**src/sv/i2csmb_pkg.sv**
```systemverilog
// i2csmb_pkg: types and constants shared by the I2C slave mailbox buffer.
// No dependencies.
package i2csmb_pkg;

  localparam int unsigned BYTE_W = 8;
  localparam int unsigned IDX_W  = 6;
  localparam int unsigned FILL_W = 6;
  localparam int unsigned ACT_W  = 2;

  localparam logic [ACT_W-1:0] ACT_BUS   = 2'd0;
  localparam logic [ACT_W-1:0] ACT_WR_TX = 2'd1;
  localparam logic [ACT_W-1:0] ACT_RD_RX = 2'd2;
  localparam logic [ACT_W-1:0] ACT_CLR   = 2'd3;

  localparam logic [BYTE_W-1:0] STS_SLA_W     = 8'h60;
  localparam logic [BYTE_W-1:0] STS_SLA_W_ARB = 8'h68;
  localparam logic [BYTE_W-1:0] STS_RX_DATA   = 8'h80;
  localparam logic [BYTE_W-1:0] STS_STOP      = 8'hA0;
  localparam logic [BYTE_W-1:0] STS_SLA_R     = 8'hA8;
  localparam logic [BYTE_W-1:0] STS_SLA_R_ARB = 8'hB0;
  localparam logic [BYTE_W-1:0] STS_TX_ACKED  = 8'hB8;
  localparam logic [BYTE_W-1:0] STS_TX_NACKED = 8'hC0;
  localparam logic [BYTE_W-1:0] STS_TX_LAST   = 8'hC8;

  typedef enum logic [1:0] {
    ST_IDLE,
    ST_EXEC,
    ST_RESP
  } state_e;

  typedef struct packed {
    logic load;
    logic exec;
  } ctrl_t;

endpackage

```
**src/sv/i2csmb_ctrl.sv**
```systemverilog
// i2csmb_ctrl: sequencing state machine of the mailbox buffer.
// Depends on i2csmb_pkg.
module i2csmb_ctrl (
  input  logic             clk_i,
  input  logic             rst_ni,
  input  logic             start_i,
  output logic             busy_o,
  output logic             done_o,
  output i2csmb_pkg::ctrl_t ctrl_o
);

  i2csmb_pkg::state_e state_q, state_d;

  always_ff @(posedge clk_i or negedge rst_ni) begin
    if (!rst_ni) begin
      state_q <= i2csmb_pkg::ST_IDLE;
    end else begin
      state_q <= state_d;
    end
  end

  always_comb begin
    state_d     = state_q;
    busy_o      = 1'b0;
    done_o      = 1'b0;
    ctrl_o.load = 1'b0;
    ctrl_o.exec = 1'b0;
    unique case (state_q)
      i2csmb_pkg::ST_IDLE: begin
        if (start_i) begin
          ctrl_o.load = 1'b1;
          state_d     = i2csmb_pkg::ST_EXEC;
        end
      end
      i2csmb_pkg::ST_EXEC: begin
        busy_o      = 1'b1;
        ctrl_o.exec = 1'b1;
        state_d     = i2csmb_pkg::ST_RESP;
      end
      i2csmb_pkg::ST_RESP: begin
        done_o = 1'b1;
        if (start_i) begin
          ctrl_o.load = 1'b1;
          state_d     = i2csmb_pkg::ST_EXEC;
        end else begin
          state_d = i2csmb_pkg::ST_IDLE;
        end
      end
      default: begin
        state_d = i2csmb_pkg::ST_IDLE;
      end
    endcase
  end

endmodule

```
**src/sv/i2csmb_dp.sv**
```systemverilog
// i2csmb_dp: stores, pointers, flag and result registers of the mailbox buffer.
// Depends on i2csmb_pkg; driven by i2csmb_ctrl.
module i2csmb_dp #(
  parameter int unsigned BUF_DEPTH = 64
) (
  input  logic                              clk_i,
  input  logic                              rst_ni,
  input  i2csmb_pkg::ctrl_t                 ctrl_i,
  input  logic [i2csmb_pkg::ACT_W-1:0]      action_i,
  input  logic [i2csmb_pkg::BYTE_W-1:0]     status_i,
  input  logic [i2csmb_pkg::BYTE_W-1:0]     bus_byte_i,
  input  logic [i2csmb_pkg::IDX_W-1:0]      host_index_i,
  input  logic [i2csmb_pkg::BYTE_W-1:0]     host_byte_i,
  output logic                              send_valid_o,
  output logic [i2csmb_pkg::BYTE_W-1:0]     send_byte_o,
  output logic                              rearm_ack_o,
  output logic [i2csmb_pkg::BYTE_W-1:0]     read_byte_o,
  output logic                              received_flag_o,
  output logic [i2csmb_pkg::FILL_W-1:0]     rx_fill_o
);

  localparam int unsigned PW = (BUF_DEPTH > 2) ? $clog2(BUF_DEPTH) : 1;
  localparam int unsigned IW = (PW > i2csmb_pkg::IDX_W) ? PW : i2csmb_pkg::IDX_W;
  localparam int unsigned FW = (PW > i2csmb_pkg::FILL_W) ? PW : i2csmb_pkg::FILL_W;
  localparam logic [PW-1:0] PTR_LAST = PW'(BUF_DEPTH - 1);

  logic [i2csmb_pkg::ACT_W-1:0]  action_q;
  logic [i2csmb_pkg::BYTE_W-1:0] status_q;
  logic [i2csmb_pkg::BYTE_W-1:0] bus_byte_q;
  logic [i2csmb_pkg::IDX_W-1:0]  host_index_q;
  logic [i2csmb_pkg::BYTE_W-1:0] host_byte_q;

  logic [i2csmb_pkg::BYTE_W-1:0] rx_mem [BUF_DEPTH];
  logic [i2csmb_pkg::BYTE_W-1:0] tx_mem [BUF_DEPTH];
  logic [BUF_DEPTH-1:0]          rx_vld_q;
  logic [BUF_DEPTH-1:0]          tx_vld_q;

  logic [PW-1:0] rx_ptr_q, rx_ptr_d;
  logic [PW-1:0] tx_ptr_q, tx_ptr_d;
  logic          flag_q, flag_d;

  logic [i2csmb_pkg::BYTE_W-1:0] rx_rd_q, tx_rd_q;
  logic                          rx_hit_q, tx_hit_q;
  logic                          send_q, rearm_q, rd_q;

  logic [IW-1:0] idx_ext;
  logic [PW-1:0] host_addr;
  logic          host_ok;
  logic          rx_wr, tx_wr, host_rd, send, rearm;
  logic [PW-1:0] tx_addr;
  logic [FW-1:0] fill_ext;

  assign idx_ext   = IW'(host_index_q);
  assign host_addr = idx_ext[PW-1:0];
  assign host_ok   = (int'(host_index_q) < int'(BUF_DEPTH));

  always_ff @(posedge clk_i) begin
    if (ctrl_i.load) begin
      action_q     <= action_i;
      status_q     <= status_i;
      bus_byte_q   <= bus_byte_i;
      host_index_q <= host_index_i;
      host_byte_q  <= host_byte_i;
    end
  end

  always_comb begin
    rx_ptr_d = rx_ptr_q;
    tx_ptr_d = tx_ptr_q;
    flag_d   = flag_q;
    rx_wr    = 1'b0;
    tx_wr    = 1'b0;
    host_rd  = 1'b0;
    send     = 1'b0;
    rearm    = 1'b0;
    tx_addr  = tx_ptr_q;
    unique case (action_q)
      i2csmb_pkg::ACT_BUS: begin
        unique case (status_q) inside
          i2csmb_pkg::STS_SLA_W, i2csmb_pkg::STS_SLA_W_ARB: begin
            rx_ptr_d = '0;
            rearm    = 1'b1;
          end
          i2csmb_pkg::STS_RX_DATA: begin
            rx_wr    = 1'b1;
            rx_ptr_d = (rx_ptr_q == PTR_LAST) ? '0 : rx_ptr_q + 1'b1;
            rearm    = 1'b1;
          end
          i2csmb_pkg::STS_STOP: begin
            flag_d = 1'b1;
            rearm  = 1'b1;
          end
          i2csmb_pkg::STS_SLA_R, i2csmb_pkg::STS_SLA_R_ARB: begin
            tx_addr  = '0;
            send     = 1'b1;
            tx_ptr_d = PW'(1 % BUF_DEPTH);
            rearm    = 1'b1;
          end
          i2csmb_pkg::STS_TX_ACKED: begin
            send     = 1'b1;
            tx_ptr_d = (tx_ptr_q == PTR_LAST) ? '0 : tx_ptr_q + 1'b1;
            rearm    = 1'b1;
          end
          i2csmb_pkg::STS_TX_NACKED, i2csmb_pkg::STS_TX_LAST: begin
            rearm = 1'b1;
          end
          default: begin
            rearm = 1'b0;
          end
        endcase
      end
      i2csmb_pkg::ACT_WR_TX: begin
        tx_wr = host_ok;
      end
      i2csmb_pkg::ACT_RD_RX: begin
        host_rd = 1'b1;
      end
      i2csmb_pkg::ACT_CLR: begin
        flag_d = 1'b0;
      end
      default: begin
        flag_d = flag_q;
      end
    endcase
  end

  // store arrays: one write and one registered read per transfer
  always_ff @(posedge clk_i) begin
    if (ctrl_i.exec) begin
      if (rx_wr) begin
        rx_mem[rx_ptr_q] <= bus_byte_q;
      end
      if (tx_wr) begin
        tx_mem[host_addr] <= host_byte_q;
      end
      rx_rd_q  <= rx_mem[host_addr];
      rx_hit_q <= host_ok && rx_vld_q[host_addr];
      tx_rd_q  <= tx_mem[tx_addr];
      tx_hit_q <= tx_vld_q[tx_addr];
    end
  end

  always_ff @(posedge clk_i or negedge rst_ni) begin
    if (!rst_ni) begin
      rx_vld_q <= '0;
      tx_vld_q <= '0;
      rx_ptr_q <= '0;
      tx_ptr_q <= '0;
      flag_q   <= 1'b0;
      send_q   <= 1'b0;
      rearm_q  <= 1'b0;
      rd_q     <= 1'b0;
    end else if (ctrl_i.exec) begin
      if (rx_wr) begin
        rx_vld_q[rx_ptr_q] <= 1'b1;
      end
      if (tx_wr) begin
        tx_vld_q[host_addr] <= 1'b1;
      end
      rx_ptr_q <= rx_ptr_d;
      tx_ptr_q <= tx_ptr_d;
      flag_q   <= flag_d;
      send_q   <= send;
      rearm_q  <= rearm;
      rd_q     <= host_rd;
    end
  end

  assign fill_ext        = FW'(rx_ptr_q);
  assign send_valid_o    = send_q;
  assign send_byte_o     = (send_q && tx_hit_q) ? tx_rd_q : '0;
  assign rearm_ack_o     = rearm_q;
  assign read_byte_o     = (rd_q && rx_hit_q) ? rx_rd_q : '0;
  assign received_flag_o = flag_q;
  assign rx_fill_o       = fill_ext[i2csmb_pkg::FILL_W-1:0];

endmodule

```
**src/sv/i2c_slave_mailbox_buffer.sv**
```systemverilog
// i2c_slave_mailbox_buffer: slave-side mailbox of an I2C controller.
// done_o strobes in ST_RESP; ST_EXEC is entered at the accepting edge.
// A new transfer can start while done_o is high; busy covers ST_EXEC,
// in which each store takes one write and one registered read.
// Reset: pointers, received flag and store entry valid bits clear at once;
// entries never written read as zero. Results cannot be stalled.
module i2c_slave_mailbox_buffer #(
  parameter int unsigned BUF_DEPTH = 64
) (
  input  logic                          clk_i,
  input  logic                          rst_ni,
  input  logic                          start,
  output logic                          busy,
  output logic                          done_o,
  input  logic [i2csmb_pkg::ACT_W-1:0]  action_i,
  input  logic [i2csmb_pkg::BYTE_W-1:0] status_i,
  input  logic [i2csmb_pkg::BYTE_W-1:0] bus_byte_i,
  input  logic [i2csmb_pkg::IDX_W-1:0]  host_index_i,
  input  logic [i2csmb_pkg::BYTE_W-1:0] host_byte_i,
  output logic                          send_valid_o,
  output logic [i2csmb_pkg::BYTE_W-1:0] send_byte_o,
  output logic                          rearm_ack_o,
  output logic [i2csmb_pkg::BYTE_W-1:0] read_byte_o,
  output logic                          received_flag_o,
  output logic [i2csmb_pkg::FILL_W-1:0] rx_fill_o
);

  i2csmb_pkg::ctrl_t ctrl;

  i2csmb_ctrl u_ctrl (
    .clk_i   (clk_i),
    .rst_ni  (rst_ni),
    .start_i (start),
    .busy_o  (busy),
    .done_o  (done_o),
    .ctrl_o  (ctrl)
  );

  i2csmb_dp #(
    .BUF_DEPTH (BUF_DEPTH)
  ) u_dp (
    .clk_i           (clk_i),
    .rst_ni          (rst_ni),
    .ctrl_i          (ctrl),
    .action_i        (action_i),
    .status_i        (status_i),
    .bus_byte_i      (bus_byte_i),
    .host_index_i    (host_index_i),
    .host_byte_i     (host_byte_i),
    .send_valid_o    (send_valid_o),
    .send_byte_o     (send_byte_o),
    .rearm_ack_o     (rearm_ack_o),
    .read_byte_o     (read_byte_o),
    .received_flag_o (received_flag_o),
    .rx_fill_o       (rx_fill_o)
  );

endmodule

```
**config.mk**
```make
export PLATFORM = sky130hd
export DESIGN_NAME = i2c_slave_mailbox_buffer
export DESIGN_NICKNAME = d
export VERILOG_FILES = /design/src/sv/i2csmb_pkg.sv /design/src/sv/i2csmb_ctrl.sv /design/src/sv/i2csmb_dp.sv /design/src/sv/i2c_slave_mailbox_buffer.sv
export SDC_FILE = /design/constraint.sdc
export NUM_CORES = 1
export LEC_CHECK = 0
export ABC_AREA = 1
export BUFFER_PORTS_ARGS = -buffer_cell sky130_fd_sc_hd__buf_2
export CAP_MARGIN = 20
export CELL_PAD_IN_SITES_DETAIL_PLACEMENT = 1
export CELL_PAD_IN_SITES_GLOBAL_PLACEMENT = 2
export CORE_ASPECT_RATIO = 0.5
export CORE_MARGIN = 2
export CORE_UTILIZATION = 35
export DETAILED_ROUTE_END_ITERATION = 16
export GPL_TIMING_DRIVEN = 0
export PLACE_DENSITY = 0.75
export SYNTH_ARGS = -nofsm -noshare
export SYNTH_HDL_FRONTEND = slang
export SYNTH_SLANG_ARGS = --single-unit
```
**constraint.sdc**
```tcl
create_clock -name clk_i -period 2.49 [get_ports clk_i]
set_input_delay 0.249 -clock clk_i [delete_from_list [all_inputs] [get_ports clk_i]]
set_output_delay 0.249 -clock clk_i [all_outputs]
set_load 0.1 [all_outputs]
```
==> results of run 1 <==
[state kept, by name, indices dropped and copies added, names as in the netlist, 2 cells and up]
register and flops:
u_dp.rx_rd_q 8, u_dp.tx_vld_q 64, u_dp.bus_byte_q 8, u_dp.tx_ptr_q 6, u_dp.host_byte_q 8, u_dp.tx_rd_q 8
u_dp.rx_mem 512, u_dp.rx_fill_o 6, u_dp.tx_mem 512, u_ctrl.state_q 2, u_dp.host_addr 6, u_dp.status_q 8
u_dp.action_q 2, u_dp.rx_vld_q 64
[cells by family after synthesis]
| group | count (synthesis) | synth area share [%] |
|---|---|---|
| AND/OR/NAND/NOR | 1787 | 17.1 |
| flip-flops | 1220 | 72.3 |
| buffers and inverters | 629 | 5.15 |
| adder cells (fa/ha/maj) | 2 | 0.0504 |
| AO/OA/AOI/OAI | 402 | 5.41 |
[metrics by stage]
step | cells | worst slack [ns] | power (W) | setup TNS [ns]
after global routing | 6465 | -0.291 | 0.0441 | -35.08
after global placement | 5982 | -1.88 | 0.0247 | -1674.60
after CTS | 6393 | -0.191 | 0.0430 | -9.13
final | 6470 | -0.295 | 0.0431 | -15.21
after floorplan | 4040 | -0.307 | 0.0238 | -2.46
after detailed placement | 6053 | -1.93 | 0.0250 | -1022.15
[where the power goes]
part	internal, W	switching (W)
Combinational	0.000894	0.00174
Sequential	0.0224	0.000130
Clock	0.00981	0.00821
Total	0.0331	0.0101
[final timing paths]
kind	startpoint	end	slack [ns]	cells past startpoint
max	u_dp.host_addr[1]$_DFFE_PP_	u_dp.rx_rd_q[3]$_DFFE_PP_	-0.30	12
min	rst_ni	u_dp.rx_vld_q[28]$_DFFE_PN0P_	0.01	2
max in group asynchronous	rst_ni	u_dp.tx_vld_q[29]$_DFFE_PN0P_	1.50	3
min in group clk_i	status_i[1]	u_dp.status_q[1]$_DFFE_PP_	0.20	2
max reg2reg	u_dp.host_addr[1]$_DFFE_PP_	u_dp.rx_rd_q[3]$_DFFE_PP_	-0.30	12
min reg2reg	u_dp.rx_vld_q[1]$_DFFE_PN0P_	u_dp.rx_vld_q[1]$_DFFE_PN0P_	0.46	2
[layout by cell type (no fill, tap or decap), types with 35 or more instances in the layout]
| master | instances |
|---|---|
| a22oi_1 | 79 |
| buf_12 | 97 |
| buf_16 | 50 |
| buf_2 | 74 |
| buf_4 | 115 |
| buf_6 | 55 |
| clkbuf_1 | 40 |
| clkbuf_16 | 126 |
| clkbuf_2 | 35 |
| clkbuf_4 | 36 |
| dfrtp_1 | 142 |
| edfxtp_1 | 1074 |
| inv_1 | 372 |
| nand2_1 | 508 |
| nand2_2 | 37 |
| nand3_1 | 415 |
| nand3_2 | 124 |
| nand3_4 | 36 |
| nand3b_1 | 112 |
| nand4_1 | 66 |
| nor2_1 | 172 |
| nor2_4 | 128 |
| o2111ai_1 | 46 |
| o21ai_0 | 125 |
| or2_2 | 93 |
[per-layer routing]
| metal | routed length, um | track usage, % |
|---|---|---|
| met4 | 8260 | 9.65 |
| met3 | 16900 | 4.86 |
| met5 | 0 | 0 |
| met2 | 88600 | 40.5 |
| met1 | 77200 | 34.5 |
[worst max-delay path: cells and delay by family (launching register included)]
kind            cells  cell delay [ns]
simple gates        5             0.77
compound gates      1             0.24
flops               1             0.48
buf+inv             6             0.91
[final cells by class]
cell class / count / area [um^2] / share of cell area (%)
well taps: 1881 / 2350 / 3.65
clock buffers: 154 / 3140 / 4.88
diodes: 5 / 12.5 / 0.0194
plain buffers: 226 / 2260 / 3.50
flip-flops and latches: 1220 / 35900 / 55.7
clock inverters: 58 / 566 / 0.877
repair buffers: 334 / 4610 / 7.14
inverters: 399 / 1560 / 2.41
multi-input cells: 2193 / 14100 / 21.8
[what timing repair did]
item	CTS	global route
pin swaps	109	119
hold endpoints to repair	158	0
cloned	3	11
hold buffers	34	0
resized for setup	793	380
setup buffers	93	65
setup endpoints to repair	1110	889
==> impl_results.md, run 1 <==
- Worst-path clk slew: 0.07 ns
- IO Port Bufs: 61
- Critical Path RT: 2.89 ns
- Synth Cell Area: 49700 um^2
- Period utilisation layout: 112%
- Slew @ Worst Pin: 1.23 ns
- CTS Buf Count: 113
- DRT Wirelength: 191000 um
- Vias: 36021
- Pin count of the biggest net entering global routing: 88
- Max Slew Vio Count: 0
- Period minus WS final: 2.79 ns
- Ys async rst share: 12.0%
- Sink Count: 1220
- Hold Worst Slack: 0.0144 ns
- Outcome: finished with violations
- First-pass GRT wire length: 264000 um
- Min-delay worst type: in2async
- Fin Clk Skew: 0.0281 ns
- Fin worst setup slack: -0.295 ns
- Crit path launch type: register
- Gr usage total: 25.5%
- Top-count cell post-synth: edfxtp_1
- Primary FF master, synth: edfxtp_1
- IR drop worst, VDD: 0.000555 V
- Area contributors post-synth: edfxtp_1, dfrtp_1, nand3_1
- CP endpoint kind: register
- Failing checks: setup timing
- Remaining Overflow, GRT: 0
- Die width: 537 um
- Crit path kind: reg2reg
- Routed WL per cell: 29.5 um
- Syn Nets: 4077
- Hpwl dp: 127000 um
- WP data arrival: 3.19 ns
- Leakage: 23.8 nW
- DRC: 0
- Die H: 270 um
- Syn Area/Cell: 12.3 um^2
- Power density over the cells: 669 nW/um^2
- Slew HR: 17.8%
- H-tree depth: 3
- Die area: 145000 um^2
- Initial Util: 35.4%
- Synth top cells by count: edfxtp_1, nand2_1, nand3_1
- Distinct cells, synth: 48
- Max-cap check violation count: 0
- Max Freq: 359 MHz
- Drt initial violations: 4467
- Slowest stage cell, crit path: edfxtp_1
- Clk_lat worst skew: 0.76 ns
- Final setup violating endpoints: 223
- Drt first pass iters: 6
- Hold Fails Final Rpt: 0
- Initial antenna violation count: 4
- Share of the synthesized area in the top cell type: 64.9%
- Core Area: 140000 um^2
- Worst stage delay on the critical path: 0.48 ns
- Vias in the first global route: 36216
- Ys Warns: 0
- Yosys top cell by area: edfxtp_1
- Fin area: 64500 um^2
- Vias per cell: 5.57
- Post-synthesis sequential area ratio: 72.3%
- Clock Root Buffer: clkbuf_16
- Fillers: 14176
- # IOs: 62
- Cell count after synthesis: 4040
- Post-layout nets: 4524
- Final core occ: 45.9%
- Synth-to-Final Area Change: 29.8%
- CTS tree: yes
- Crit path max fanout: 6
- Antenna Violating Nets Remaining: 0
- Worst-path cell chain: clkinv_4, nand3_4, clkinv_8, buf_12, buf_16, buf_12, nand2_2, nand4_1, o21ai_2, nand2_1, inv_2, nand4_1
- Row cnt: 97
- Longest Clk Path Bufs: 3
- GPL Wtd Cong: 0.903
- Share of layout cells above drive strength 1: 27.2%
- Post-synth EDFFs: 1074
- RSZ-0062 raised after global routing: true
- Post-DP Area: 53900 um^2
- #FFs+latches synth: 1220
(Power assumes the default switching activity.)
==> inputs of run 2 (changes only) <==
Settings changed: ABC_AREA 1 to default, CTS_CLUSTER_DIAMETER from default to 50, PLACE_DENSITY 0.75 to 0.71.
==> impl_results.md, run 2 <==
- Outcome: finished with violations
- Failing checks: setup timing
- Max-cap check violation count: 0 (unchanged)
- Share of the synthesized area in the top cell type: 66.7% (+1.8 points)
- Area contributors post-synth: edfxtp_1, dfrtp_1, mux4_2
- Crit. path cell count: 11 (-1)
- Syn Nets: 2879 (-29%)
- Die area: 141000 um^2 (-2.6%)
- Leakage: 21.8 nW (-8.2%)
- #FFs+latches synth: 1220 (unchanged)
- Final core occ: 47.1% (+1.2 points)
- Final setup violating endpoints: 705 (+220%)
- CP top delay family: buffers and inverters
- Worst-path cell chain: buf_6, buf_12, clkinvlp_4, buf_4, buf_6, buf_8, a221oi_4, nor2_2, o21ai_2, o21ai_1, or4_1
- Most frequent cells in the layout: edfxtp_1, buf_12, dfrtp_1
- Min-delay worst type: in2async
- Slew HR: 24.8% (+6.9 points)
- Primary FF master, synth: edfxtp_1
- Placed insts: 4814 (-20%)
- Ys Warns: 0 (unchanged)
- DRC: 0 (unchanged)
- Synth top cells by count: edfxtp_1, nor2_1, dfrtp_1
- Post-layout nets: 3438 (-24%)
- First-pass GRT wire length: 245000 um (-7.2%)
- Yosys top cell by area: edfxtp_1
- Die H: 267 um (-1.3%)
- Buf/Inv on CP: 6 (unchanged)
- Antenna Violating Nets Remaining: 0 (unchanged)
- Post-DP Area: 52900 um^2 (-1.9%)
- Vias per cell: 5.83 (+4.7%)
- Share of layout cells above drive strength 1: 40.1% (+13 points)
- Distinct cells, synth: 84 (+75%)
- R2r startpoint: u_dp.host_addr[0]$_DFFE_PP_
- Gr usage total: 24.6% (-0.85 points)
- Total Power: 0.0430 W (-0.23%)
- Period minus WS final: 2.95 ns (+0.161 ns)
- Pint: 0.0332 W (+0.33%)
- CP most frequent cell: buf_6
- IR drop worst, VDD: 0.000555 V (about the same)
- Setup tns final: -155.87 ns (-140.66 ns)
- Hpwl dp: 111000 um (-12%)
- Clock power frac: 41.3% (-0.5 points)
- Switching power: 0.00987 W (-2.1%)
- Fin area: 64600 um^2 (+0.23%)
- CP endpoint kind: register
- Post-synth EDFFs: 1074 (unchanged)
- Fin Clk Skew: 0.0303 ns (+0.00219 ns)
- Period utilisation layout: 118% (+6.5 points)
- RR Endpoint: u_dp.rx_rd_q[5]$_DFFE_PP_
- Power density over the cells: 666 nW/um^2 (-0.46%)
- Sequential power share: 52.3% (+0.2 points)
- Syn Area/Cell: 17.0 um^2 (+38%)
- Routed WL per cell: 33.3 um (+13%)
- Drt first pass iters: 7 (+1)
- RSZ-0062 raised after global routing: true
- Hold Fails Final Rpt: 0 (unchanged)
- Core Area: 137000 um^2 (-2.3%)
- Sw frac: 22.9% (-0.43 points)
- Sink Count: 1220 (unchanged)
- Clk_lat worst skew: 0.76 ns (about the same)
- Synth-to-Final Area Change: 33.6%
- Cell count after synthesis: 2842 (-30%)
- WP data arrival: 3.45 ns (+0.26 ns)
- Initial Util: 35.3% (-0.11 points)
- Layout Cells excl Fill: 5363 (-17%)
- H-tree depth: 3 (unchanged)
- Drt initial violations: 3842 (-14%)
- Critical Path RT: 2.99 ns (+0.10 ns)
- Crit path max fanout: 8 (+2)
- Remaining Overflow, GRT: 0 (unchanged)
- Synth Cell Area: 48400 um^2 (-2.6%)
- DRT Wirelength: 179000 um (-6.4%)
- GPL Wtd Cong: 0.903 (about the same)
- Reg2reg setup slack: -0.46 ns (-0.16 ns)
- IO Port Bufs: 61 (unchanged)
- Fin worst setup slack: -0.456 ns (-0.161 ns)
- Vias in the first global route: 31555 (-13%)
- Max Slew Vio Count: 0 (unchanged)
- Max Freq: 339 MHz (-5.5%)
- Top flop regs: u_dp.rx_mem (512), u_dp.tx_mem (512)
- CTS Buf Count: 114 (+0.88%)
- Pin count of the biggest net entering global routing: 90 (+2.3%)
- Worst reg-to-reg path cell count: 11 (-1)
- Ys async rst share: 12.0% (unchanged)
- Most common cell after layout, fill and taps aside: edfxtp_1
- Longest Clk Path Bufs: 3 (unchanged)
- Crit path kind: reg2reg
- Initial antenna violation count: 3 (-1)
- Die width: 530 um (-1.3%)
- Row cnt: 96 (-1.0%)
- Crit path launch type: register
- Combinational power share: 6.4% (+0.3 points)
- Worst-path clk slew: 0.07 ns (about the same)
- CTS tree: yes
- Clock Root Buffer: clkbuf_16
- Worst stage delay on the critical path: 0.54 ns (+0.06 ns)
- Slowest stage cell, crit path: edfxtp_1
- Post-synthesis sequential area ratio: 74.2% (+2.0 points)
- Slew @ Worst Pin: 1.12 ns (-0.109 ns)
- Vias: 31264 (-13%)
- # IOs: 62 (unchanged)
- Top-count cell post-synth: edfxtp_1
-- run 2: layout make-up --
cell class	count	area, um^2
Fill cell	12937	72500
Tap cell	1862	2330
Multi-Input combinational cell	1410	14200
Timing Repair inverter	1	5.00
Sequential cell	1220	35900
Timing Repair Buffer	448	6080
Clock inverter	66	641
Buffer	173	2200
Antenna cell	6	15.0
Inverter	33	153
Clock buffer	144	3060
-- run 2: kinds of logic (layout without fill, tap and decap cells) --
logic type	count (synthesis)	after routing	synth area share (%)
compound gates	598	598	8.99
xor+xnor	2	2	0.0518
fa+ha+maj	2	2	0.0517
buf+inv	216	865	2.17
flops	1220	1220	74.2
mux	271	271	8.86
other cells	0	6	0
simple gates	533	537	5.64
-- run 2: power by group through the flow --
stage | combinational [W] | clock (W) | sequential (W)
6_report | 0.00274 | 0.0178 | 0.0225
2_1_floorplan | 0.000864 | 0 | 0.0230
5_1_grt | 0.00280 | 0.0186 | 0.0225
3_3_place_gp | 0.00159 | 0 | 0.0232
4_1_cts | 0.00254 | 0.0179 | 0.0225
3_5_place_dp | 0.00206 | 0 | 0.0230
-- run 2: worst max-delay path by stage --
stage          slack (ns)                   startpoint                           end
2_1_floorplan       -0.06   u_dp.status_q[1]$_DFFE_PP_  u_dp.rx_mem[54][0]$_DFFE_PP_
3_3_place_gp        -2.47  u_dp.host_addr[0]$_DFFE_PP_  u_dp.tx_mem[28][5]$_DFFE_PP_
3_5_place_dp        -2.08  u_dp.host_addr[1]$_DFFE_PP_  u_dp.tx_mem[10][0]$_DFFE_PP_
4_1_cts             -0.33  u_dp.host_addr[0]$_DFFE_PP_     u_dp.rx_rd_q[2]$_DFFE_PP_
5_1_grt             -0.47  u_dp.host_addr[1]$_DFFE_PP_     u_dp.rx_rd_q[3]$_DFFE_PP_
6_report            -0.46  u_dp.host_addr[0]$_DFFE_PP_     u_dp.rx_rd_q[5]$_DFFE_PP_
-- run 2: metrics by stage --
| step | setup WS (ns) | hold WS (ns) |
|---|---|---|
| final | -0.456 | 0.0396 |
| after global placement | -2.47 | 0.426 |
| after global routing | -0.473 | 0.0586 |
| after CTS | -0.333 | 0.00898 |
| after floorplan | -0.0596 | -0.0466 |
| after detailed placement | -2.08 | 0.226 |
-- run 2: metal layers --
| layer | up-vias | track usage, % | routed length (um) |
|---|---|---|---|
| met3 | 442 | 4.39 | 14600 |
| met4 | 2 | 10.8 | 9520 |
| met1 | 16595 | 32.8 | 71500 |
| met5 | - | 0 | 18 |
| li1 | 12568 | - | - |
| met2 | 1657 | 39.5 | 83300 |
-- run 2: timing repair --
item	CTS	global route
setup buffers	194	97
gates resized for setup	682	190
pin swaps	149	155
hold buffers	34	0
setup endpoints to repair	1121	927
cloned	14	12
endpoints found under the hold margin	177	0
